<file path="src/rtl/core/box_blur_3x3_edge_shrink_top_defines.svh">
// ----------------------------------------------------------------------------
// box blur assertion macros
// check macros for the box blur block, empty when SYNTH is defined
// ----------------------------------------------------------------------------
`ifndef BOX_BLUR_3X3_EDGE_SHRINK_TOP_DEFINES_SVH
`define BOX_BLUR_3X3_EDGE_SHRINK_TOP_DEFINES_SVH

`ifndef SYNTH
// antecedent holds -> consequent holds in the same cycle
`define BB_ASSERT_NOW(lbl, ante, cons) \
    lbl: assert property (@(posedge aclk) disable iff (!aresetn) (ante) |-> (cons)) \
        else $error("box blur check failed");
// antecedent holds -> consequent holds in the next cycle
`define BB_ASSERT_NEXT(lbl, ante, cons) \
    lbl: assert property (@(posedge aclk) disable iff (!aresetn) (ante) |=> (cons)) \
        else $error("box blur check failed");
`else
`define BB_ASSERT_NOW(lbl, ante, cons)
`define BB_ASSERT_NEXT(lbl, ante, cons)
`endif

`endif

</file>
<file path="src/rtl/core/bblur_pkg.sv">
// ----------------------------------------------------------------------------
// bblur_pkg
// shared types and constants of the 3x3 box blur
// ----------------------------------------------------------------------------
`default_nettype none

package bblur_pkg;

    // configuration
    localparam int          CFG_W         = 11;
    localparam int          MAX_WIDTH_DEF = 1024;
    localparam logic [10:0] WIDTH_RESET   = 11'd1024;

    // divider length: one quotient bit per step
    localparam int DIV_STEPS = 8;
    localparam int STEP_W    = $clog2(DIV_STEPS);

    // item kinds
    localparam logic FUNC_PIXEL = 1'b0;
    localparam logic FUNC_DRAIN = 1'b1;

    // one pixel, [2] red, [1] green, [0] blue
    typedef logic [2:0][7:0] rgb_t;

    typedef struct packed {
        logic       func;
        logic [7:0] red_in;
        logic [7:0] green_in;
        logic [7:0] blue_in;
    } pix_in_t;

    typedef struct packed {
        logic [7:0] red_out;
        logic [7:0] green_out;
        logic [7:0] blue_out;
        logic       last_of_run;
        logic       end_of_frame;
    } pix_out_t;

    typedef enum logic [2:0] {
        ST_IDLE,
        ST_UPDATE,
        ST_SUM,
        ST_INIT,
        ST_DIV,
        ST_OUT
    } state_t;

    // controller to datapath
    typedef struct packed {
        logic capture;
        logic update;
        logic sum;
        logic init;
        logic step;
        logic pop;
    } cmd_t;

    // datapath to controller
    typedef struct packed {
        logic ignore;
        logic pend_any;
        logic more;
        logic div_last;
    } sts_t;

endpackage

`default_nettype wire

</file>
<file path="src/rtl/core/bblur_ctrl.sv">
// ----------------------------------------------------------------------------
// bblur_ctrl
// sequencer: capture, window update, then per result sum, divide, hand off
// ----------------------------------------------------------------------------
`default_nettype none

module bblur_ctrl import bblur_pkg::*; (
    input  wire logic aclk,
    input  wire logic aresetn,
    input  wire logic s_valid,
    output logic      s_ready,
    output logic      m_valid,
    input  wire logic m_ready,
    input  wire sts_t sts,
    output cmd_t      cmd
);

    state_t state_reg;
    state_t state_next;

    // state register
    always_ff @(posedge aclk) begin
        if (!aresetn) begin
            state_reg <= ST_IDLE;
        end else begin
            state_reg <= state_next;
        end
    end

    // next state and commands
    always_comb begin
        state_next = state_reg;
        cmd        = '0;
        s_ready    = 1'b0;
        m_valid    = 1'b0;
        unique case (state_reg)
            ST_IDLE: begin
                // no input transaction is taken while reset is held
                s_ready     = aresetn;
                cmd.capture = s_valid;
                if (s_valid && !sts.ignore) begin
                    state_next = ST_UPDATE;
                end
            end
            ST_UPDATE: begin
                cmd.update = 1'b1;
                state_next = sts.pend_any ? ST_SUM : ST_IDLE;
            end
            ST_SUM: begin
                cmd.sum    = 1'b1;
                state_next = ST_INIT;
            end
            ST_INIT: begin
                cmd.init   = 1'b1;
                state_next = ST_DIV;
            end
            ST_DIV: begin
                cmd.step = 1'b1;
                if (sts.div_last) begin
                    state_next = ST_OUT;
                end
            end
            ST_OUT: begin
                m_valid = 1'b1;
                if (m_ready) begin
                    cmd.pop    = 1'b1;
                    state_next = sts.more ? ST_SUM : ST_IDLE;
                end
            end
            default: begin
                state_next = ST_IDLE;
            end
        endcase
    end

endmodule

`default_nettype wire

</file>
<file path="config.mk">
export PLATFORM = sky130hd
export DESIGN_NAME = bblur_ctrl
export DESIGN_NICKNAME = d
export VERILOG_FILES = /design/src/rtl/core/box_blur_3x3_edge_shrink_top_defines.svh /design/src/rtl/core/bblur_pkg.sv /design/src/rtl/core/bblur_ctrl.sv
export SDC_FILE = /design/constraint.sdc
export NUM_CORES = 1
export LEC_CHECK = 0
export BUFFER_PORTS_ARGS = -buffer_cell sky130_fd_sc_hd__buf_2
export CAP_MARGIN = 20
export CORE_AREA = 2 2 39 41
export DETAILED_ROUTE_END_ITERATION = 12
export DIE_AREA = 0 0 41 43
export HOLD_SLACK_MARGIN = 0.15
export PLACE_DENSITY = 0.51
export SYNTH_ARGS = -nofsm -noshare
export SYNTH_HDL_FRONTEND = slang
export SYNTH_SLANG_ARGS = --single-unit
</file>
<file path="constraint.sdc">
create_clock -name aclk -period 1.12 [get_ports aclk]
set_clock_uncertainty 0.1 [all_clocks]
set_input_delay 0.168 -clock aclk [delete_from_list [all_inputs] [get_ports aclk]]
set_output_delay 0.168 -clock aclk [all_outputs]
set_load 0.005 [all_outputs]
</file>
; Word level (Yosys, flattened, before mapping)
; Cells that the tools add are included.
[word_totals]
register_bits = 3
latchBits = 0
ram_bits = 0
romBits = 0
in_bits = 8
out_inout_bits = 8
elab_cells = 28
mem_count = 0
[classes]
add_sub_neg = 0
mul = 0
n_div = 0
magnitude_cmp = 0
n_eq_ne = 8
shift = 0
n_mux = 15
n_bitwise = 0
n_reduce_logical = 4
[ops]
columns = operator, count
row1 = $pmux 3 s6, 1
row2 = $mux 1, 9
row3 = $mux 3, 3
row4 = $eq 3x2->1 const B, 2
row5 = $eq 3x3->1 const B, 2
row6 = $ne 2x2->1 const B, 3
row7 = $mux 2, 2
row8 = $eq 3x1->1 const B, 1
row9 = $logic_not 3->1, 1
row10 = $reduce_and 3->1, 1
row11 = $logic_and 1x1->1, 1
row12 = $logic_not 1->1, 1

; Longest topological paths before layout
; Gate-level depths: netlist of the first run.
[depth]
ltp_word = 4
depth_mapped = 3
mapped_depth_nobuf = 3

; Worst setup path before layout of the first run
; OpenSTA, ideal clock, no wires.
[synth_path]
kind = reg-to-output
start = reg state_reg[2]
end = out cmd[0] (netlist bit)
arrival_time_ns = 0.742
setup_slack_ns = 0.110
path_stages_with_launch = 3
path_buffers = 0
path_cell_list = dfxtp_1 nor2b_2 and3_1
[synth_lines]
columns = element, line
row1 = start: declaration, bblur_ctrl.sv:18  ; state_t state_reg;
row2 = start signal: assignment, bblur_ctrl.sv:26  ; state_reg <= state_next;
row3 = end: declaration, bblur_ctrl.sv:15  ; output cmd_t cmd

==> qor.txt, run 1 <==
vias in the first global route - 295
largest net degree at the start of global routing - 7
CP max FO - 6
Worst setup EP type - output pin
pins over their slew limit - 0
commonest non-fill, non-tap cell in the layout - buf_2
Syn Area/Cell - 7.775 um2
Worst R2R Start - state_reg[2]
htree depth - 1
Worst-Skew Late Latency - 0.23 ns
synthesized-area fraction occupied by adder cells - 0%
FF+latch area - 68.82 um2
PD cells - 904.6 nW/um2
dpl cell area - 335.3 um2
Max-Cap Viols - 0
Total Power - 382.6 uW
CP Class - reg2out
post-synthesis mux area share - 0%
Synth Area in Compound Gates - 19.54%
final hold violations - 0
CTS tree - done
full die area - 1763 um2
DRT antenna net count - 0
outcome - finished with violations
DRC Markers - 0
hpwl dp - 475.1 um
I/O pin total - 16
Root Buffer - clkbuf_4
Tightest Hold Check Type - in2reg
failing checks - setup timing
setup violators final - 8
antenna cells - 0
number of synthesized register bits - 3
post-synthesis xor/xnor area fraction - 0%
Filler cells - 164
clock sink count - 3
post-route cell area - 422.9 um2
area of the multi-input gates - 185.2 um2
vias per inst - 4.279
post-synthesis sequential area ratio - 27.59%
fraction of the mapped netlist area in simple logic gates - 51.15%
maximum vdd drop - 0.0003346 V
total global-route track usage - 9.137%
first-pass GRT wire length - 1041 um
most frequent cells in the layout - buf_2, and2_1, nor2b_1, clkbuf_4, buf_4
fin crit period - 1.312 ns
Die W - 41 um
Yosys cell types - 19
# port buffers - 15
largest family of logic cells by synthesized area - simple AND/OR/NAND/NOR gates
P_leak - 0.2077 nW
Area Overhead vs Synth - 94.25%
Critical Path Start - state_reg[2]
Slew headroom - 88.39%
transition time of the tightest slew-check pin - 0.1739 ns
clock buffer depth - 2
GR Overflow Total - 0
Clock Pin Slew Worst Setup and Hold Paths - 0.04 ns
Largest register FFs - 3
arrival time worst endpoint - 1.04 ns
DRT Wirelength - 672 um
initial core utilization - 15.73%
unrepaired setup endpoints after global routing - true
fin worst setup slack - -0.1916 ns
via count - 291
fin nets - 61
Std-Cell Rows - 14
Setup WS pre-CTS - -0.02643 ns
drt pass-1 iters - 2
TritonCTS Buffers - 3
Post-Syn Area - 217.7 um2
fmax - 762.4 MHz
share of cells above drive strength 1 - 61.54%
Final GP Congestion - 0.6287
Synth Instances - 28
drt initial violations - 5
Avg WL per Cell - 9.882 um
Crit path required time - 0.85 ns
Final Cycle Share - 117.1%
CORE AREA - 1384 um2
syn_nets - 36
antenna violations before repair - 0
Die Y - 43 um
yosys warns - 0
Startpoint Class - flop
hold_sp - sts[3]
cell families after synthesis:
| family | after synthesis |
|---|---|
| flops | 3 |
| buf+inv | 1 |
| compound gates | 6 |
| simple gates | 18 |
layer usage:
metal	vias to the layer above	GRT usage [%]	share of wire, %	routed length (um)
li1	144	-	-	-
met1	138	8.360	38	256
met2	9	14.69	54	360
met3	0	4.712	8.0	54
met4	0	6.000	0	0
met5	-	0	0	0
final timing paths:
kind,slack [ns],end,cells past startpoint
max,-0.19,cmd[0],3
min,0.19,state_reg[0],4
max reg2reg,0.02,state_reg[1],4
min reg2reg,0.51,state_reg[0],3
metrics by stage:
step | util (%) | setup TNS (ns) | instances | hold slack (ns)
CTS | 29.29 | -1.256 | 67 | 0.1899
floorplan | - | 0 | 28 | 0.1856
global placement | 24.23 | -0.001656 | 62 | 0.3176
detailed placement | 24.23 | -0.02787 | 62 | 0.3145
finish | 30.56 | -1.173 | 68 | 0.1933
global route | 30.56 | -1.564 | 68 | 0.2188
cells in the mapped netlist, drive strengths merged:
cell type | count | share of area, %
and2 | 5 | 16
nor2 | 1 | 1.7
dfxtp | 3 | 28
inv | 1 | 1.7
nand2 | 1 | 1.7
nand2b | 1 | 2.9
nand3 | 1 | 2.3
and3b | 1 | 4.0
o21ai | 2 | 4.6
a211oi | 1 | 5.7
o21a | 1 | 3.4
nor3 | 2 | 4.6
a21oi | 1 | 2.3
nor2b | 5 | 16
and3 | 1 | 2.9
a21boi | 1 | 3.4
timing repair:
item / 4_1_cts / 5_1_grt
gates resized for setup: 10 / 2
buffers inserted: 0 / 1
endpoints found under the hold margin: 3 / 0
setup endpoints to repair: 8 / 9
hold buffers: 1 / 0
pin swaps: 5 / 1
report_power, final:
group          switching [mW]  total (mW)  internal, mW
logic                  0.0305      0.0758        0.0453
registers             0.00864       0.118         0.109
clock network          0.0556       0.189         0.134
total                  0.0948       0.383         0.288
critical path: stages, from the launching register on:
cell and delay [ns]:
dfxtp_4 0.38, nor2b_4 0.18, and3_1 0.15, buf_2 0.10
layout make-up:
type,count,area share (%)
multi-input combinational,24,43.79
timing repair buffer,20,28.11
sequential,3,16.27
inverter,1,0.8876
clock buffer,4,6.213
tap,16,4.734
Note: power is estimated with default switching activity, not from simulation.
==> run 2: changes to the inputs <==
--- a/config.mk
+++ b/config.mk
@@ -15,3 +15,4 @@
 export SYNTH_ARGS = -nofsm -noshare
 export SYNTH_HDL_FRONTEND = slang
 export SYNTH_SLANG_ARGS = --single-unit
+export TNS_END_PERCENT = 20
==> run 2 against run 1 <==
The run still ends with setup timing left. Via count up 0.34%. Count of clock-buffer cells in the layout stayed put. Non-clock buffer count unchanged. Die area unchanged. First-iteration DRC count is the same. Critical path type unchanged. Critical endpoint unchanged. Largest power group unchanged.
==> qor.txt, run 2 (synthesis gave the netlist of run 1 again) <==
PD cells - 914.9 nW/um2
Worst R2R Start - state_reg[2]
I/O pin total - 16
Tightest Hold Check Type - in2reg
DRT Wirelength - 667 um
commonest non-fill, non-tap cell in the layout - buf_2
DRT antenna net count - 0
Clock Pin Slew Worst Setup and Hold Paths - 0.04 ns
Combinational Power Share - 19.3%
vias per inst - 4.294
sw frac - 24.68%
unrepaired setup endpoints after global routing - true
GR Overflow Total - 0
CTS tree - done
FF-to-FF End - state_reg[1]
Final GP Congestion - 0.6287
first-pass GRT wire length - 1035 um
maximum vdd drop - 0.0003346 V
sequential power share - 30.9%
Area Overhead vs Synth - 90.80%
CORE AREA - 1384 um2
Filler cells - 164
CP max FO - 6
switching pwr - 93.78 uW
Root Buffer - clkbuf_4
fin nets - 61
P_int - 286.3 uW
worst reg-to-reg setup slack - -0.01 ns
final hold violations - 0
antenna cells - 0
TritonCTS Buffers - 3
placed cells - 62
most frequent cells in the layout - buf_2, and2_1, nor2b_1, clkbuf_4, buf_4
P_leak - 0.2065 nW
DRC Markers - 0
htree depth - 1
Total Power - 380.1 uW
failing checks - setup timing
drt pass-1 iters - 2
initial core utilization - 15.73%
Die Y - 43 um
total global-route track usage - 9.036%
fin crit period - 1.312 ns
outcome - finished with violations
# port buffers - 15
drt initial violations - 5
Largest register FFs - 3
Fin Setup TNS - -1.179 ns
pins over their slew limit - 0
Crit path required time - 0.85 ns
Std-Cell Rows - 14
Worst-Skew Late Latency - 0.23 ns
share of cells above drive strength 1 - 59.62%
Slew headroom - 88.39%
FF-to-FF path depth - 4
via count - 292
antenna violations before repair - 0
hold_sp - sts[3]
transition time of the tightest slew-check pin - 0.1739 ns
fin worst setup slack - -0.1916 ns
fmax - 762.4 MHz
setup violators final - 9
Worst setup EP type - output pin
largest net degree at the start of global routing - 7
clock sink count - 3
clock group share of total power - 49.8%
Die W - 41 um
vias in the first global route - 294
hpwl dp - 475.1 um
full die area - 1763 um2
arrival time worst endpoint - 1.04 ns
clock buffer depth - 2
Max-Cap Viols - 0
Avg WL per Cell - 9.809 um
Worst Hold Depth - 4
fin cells - 68
Final Cycle Share - 117.1%
Startpoint Class - flop
hold endpoint - state_reg[0]
CP Class - reg2out
[run 2: layout make-up]
cell class | instances | area (um2) | area share [%]
clock buffer | 4 | 26.28 | 6.325
inverter | 1 | 3.754 | 0.9036
multi-input combinational | 24 | 177.7 | 42.77
sequential | 3 | 68.82 | 16.57
tap | 16 | 20.02 | 4.819
timing repair buffer | 20 | 118.9 | 28.61
[run 2: through the flow]
step                cell area (um2)  setup slack (ns)  hold slack [ns]  util (%)
global route                  415.4           -0.2244           0.2188     30.02
global placement              335.3         -0.001656           0.3176     24.23
CTS                           399.1           -0.1847           0.1899     28.84
finish                        415.4           -0.1916           0.1927     30.02
detailed placement            335.3          -0.02643           0.3145     24.23
floorplan                     217.7            0.1097           0.1856         -
[run 2: what timing repair did]
action	4_1_cts	5_1_grt
buffers inserted	0	1
setup endpoints to repair	8	9
hold endpoints to repair	3	0
pin swaps	5	1
gates resized for setup	8	3
hold buffers	1	0
[run 2: how the worst max path moves through the flow]
| stage | startpoint | to | slack [ns] | cells past startpoint |
|---|---|---|---|---|
| after floorplan | state_reg[2] | cmd[0] | 0.11 | 2 |
| after global routing | state_reg[2] | cmd[0] | -0.22 | 3 |
| after detailed placement | state_reg[2] | cmd[0] | -0.03 | 3 |
| after global placement | state_reg[2] | cmd[0] | -0.002 | 3 |
| after CTS | state_reg[1] | cmd[4] | -0.18 | 3 |
| final | state_reg[2] | cmd[0] | -0.19 | 3 |
[run 2: layer usage]
| layer | global-route usage, % | vias up | part of all wire, % |
|---|---|---|---|
| li1 | - | 144 | - |
| met1 | 8.360 | 139 | 38 |
| met2 | 14.37 | 9 | 54 |
| met3 | 4.712 | 0 | 8.1 |
| met4 | 6.000 | 0 | 0 |
| met5 | 0 | - | 0 |
[run 2: power groups by stage]
stage	clock network, mW	registers (mW)	logic [mW]
after floorplan	0	0.119	0.0284
after global placement	0	0.118	0.0652
after detailed placement	0	0.118	0.0653
after CTS	0.200	0.118	0.0727
after global routing	0.202	0.118	0.0815
final	0.189	0.118	0.0733
[run 2: critical path, stage by stage (launching register included)]
cell and delay (ns):
dfxtp_4 0.38, nor2b_4 0.18, and3_1 0.15, buf_2 0.10
==> run 3: changes to the inputs <==
--- a/config.mk
+++ b/config.mk
@@ -7,11 +7,13 @@
 export LEC_CHECK = 0
 export BUFFER_PORTS_ARGS = -buffer_cell sky130_fd_sc_hd__buf_2
 export CAP_MARGIN = 20
+export CELL_PAD_IN_SITES_DETAIL_PLACEMENT = 1
+export CELL_PAD_IN_SITES_GLOBAL_PLACEMENT = 1
 export CORE_AREA = 2 2 39 41
 export DETAILED_ROUTE_END_ITERATION = 12
 export DIE_AREA = 0 0 41 43
 export HOLD_SLACK_MARGIN = 0.15
-export PLACE_DENSITY = 0.51
+export PLACE_DENSITY = 0.65
 export SYNTH_ARGS = -nofsm -noshare
 export SYNTH_HDL_FRONTEND = slang
 export SYNTH_SLANG_ARGS = --single-unit
==> run 3 against run 2 <==
The run still ends with setup timing left. Largest cell class unchanged. Routed wire length grew 11%. Sequential share of layout area shrank 0.34 points. Core utilization up 0.63 points. Die area stayed put. Critical path depth did not move. Highest routed layer unchanged. Cell area increased by 2.1%. Combinational power rose by 5.3%. Non-clock buffer count is 1 higher. Via count shrank 1.7%. Global-route usage increased by 1.5 points. Worst setup slack better by 0.037 ns.
==> qor.txt, run 3 (synthesis gave the netlist of run 1 again) <==
outcome - finished with violations
failing checks - setup timing
pins over their slew limit - 0
arrival time worst endpoint - 1.01 ns
FF-to-FF path depth - 5
setup violators final - 9
worst hold margin - 0.2205 ns
Worst R2R Start - state_reg[2]
FF-to-FF End - state_reg[0]
DRT Wirelength - 739 um
PD cells - 900.3 nW/um2
unrepaired setup endpoints after global routing - true
crit-path leading delay family - flip-flops
CP Class - reg2out
DRT antenna net count - 0
htree depth - 1
fmax - 784.6 MHz
clock buffer depth - 2
most frequent cells in the layout - buf_2, and2_1, nor2b_1, buf_4, clkbuf_4
first-pass GRT wire length - 1200 um
Tightest Hold Check Type - in2reg
Final GP Congestion - 0.6499
Worst setup EP type - output pin
maximum vdd drop - 0.0004542 V
clock sink count - 3
Max-Cap Viols - 0
commonest non-fill, non-tap cell in the layout - buf_2
fin nets - 62
vias in the first global route - 283
I/O pin total - 16
Std-Cell Rows - 14
transition time of the tightest slew-check pin - 0.1652 ns
Worst Hold Depth - 4
final hold violations - 0
Startpoint Class - flop
hpwl dp - 537.7 um
largest net degree at the start of global routing - 6
via count - 287
CORE AREA - 1384 um2
Crit path required time - 0.85 ns
antenna cells - 0
fin worst setup slack - -0.1545 ns
vias per inst - 4.159
hold endpoint - state_reg[0]
Cell Chain, Critical Path - nor2b_4 -> and3_1 -> buf_2
CP bufs+invs - 1
Root Buffer - clkbuf_4
Clock Pin Slew Worst Setup and Hold Paths - 0.04 ns
GR Overflow Total - 0
Slowest-stage cell, CP - dfxtp_4
Total Power - 381.9 uW
hold_sp - sts[3]
Largest register FFs - 3
CP max FO - 5
Slew headroom - 88.87%
TritonCTS Buffers - 3
Worst-Skew Late Latency - 0.23 ns
CTS tree - done
Avg WL per Cell - 10.71 um
drt pass-1 iters - 2
worst reg-to-reg setup slack - 0 ns
Final Cycle Share - 113.8%
Area Overhead vs Synth - 94.83%
full die area - 1763 um2
Die W - 41 um
antenna violations before repair - 0
P_leak - 0.2123 nW
fin crit period - 1.274 ns
share of cells above drive strength 1 - 60.38%
max incr delay on CP - 0.37 ns
Die Y - 43 um
initial core utilization - 15.73%
total global-route track usage - 10.53%
DRC Markers - 0
drt initial violations - 1
# port buffers - 15
==> run 3: cell count changes in the layout (fill, tap and decap cells not counted), sizes merged <==
cell  delta
buf      +1
==> run 3: worst max path at each step <==
stage,startpoint,endpoint,slack [ns],depth (start not counted)
final,state_reg[2],cmd[0],-0.15,3
after global routing,state_reg[2],cmd[0],-0.23,3
after CTS,state_reg[2],s_ready,-0.17,3
after detailed placement,state_reg[2],cmd[0],-0.03,3
after global placement,state_reg[2],cmd[0],-0.02,3
after floorplan,state_reg[2],cmd[0],0.11,2
==> run 3: area by class of cell <==
type	instances	area, um2
clock buffers	4	26.28
repair buffers	21	126.4
well taps	16	20.02
flip-flops and latches	3	68.82
inverters	1	3.754
fillers	175	959.7
multi-input cells	24	178.9
==> run 3: where the power goes <==
group	internal [mW]	switching, mW
clock network	0.133	0.0546
registers	0.109	0.00760
logic	0.0454	0.0318
total	0.288	0.0941
==> run 3: worst min-delay path, cell delays in order <==
cell and delay, ns:
buf_2 0.07, nor2b_1 0.03, o21ai_0 0.16, a21boi_1 0.07
==> run 3: routing by layer <==
| layer | routed length [um] | track usage [%] | vias up |
|---|---|---|---|
| li1 | - | - | 144 |
| met1 | 286 | 11.86 | 135 |
| met2 | 407 | 16.25 | 8 |
| met3 | 45 | 2.094 | 0 |
| met4 | 0 | 8.000 | 0 |
| met5 | 0 | 0 | - |
==> run 3: repair_timing <==
| action | CTS | global route |
|---|---|---|
| endpoints found under the setup margin | 8 | 10 |
| pin swaps | 5 | 2 |
| hold endpoints to repair | 3 | 0 |
| hold buffers | 1 | 0 |
| setup buffers | 1 | 1 |
| gates resized for setup | 10 | 1 |
==> run 3: per-stage QoR <==
stage | TNS (ns) | instances | utilization [%] | area (um2) | worst slack, ns
after floorplan | 0 | 28 | - | 217.7 | 0.1097
after global placement | -0.01643 | 62 | 24.23 | 335.3 | -0.01643
after detailed placement | -0.02637 | 62 | 24.23 | 335.3 | -0.02637
after CTS | -1.228 | 68 | 29.84 | 412.9 | -0.1736
after global routing | -1.731 | 69 | 30.65 | 424.2 | -0.2314
final | -1.061 | 69 | 30.65 | 424.2 | -0.1545
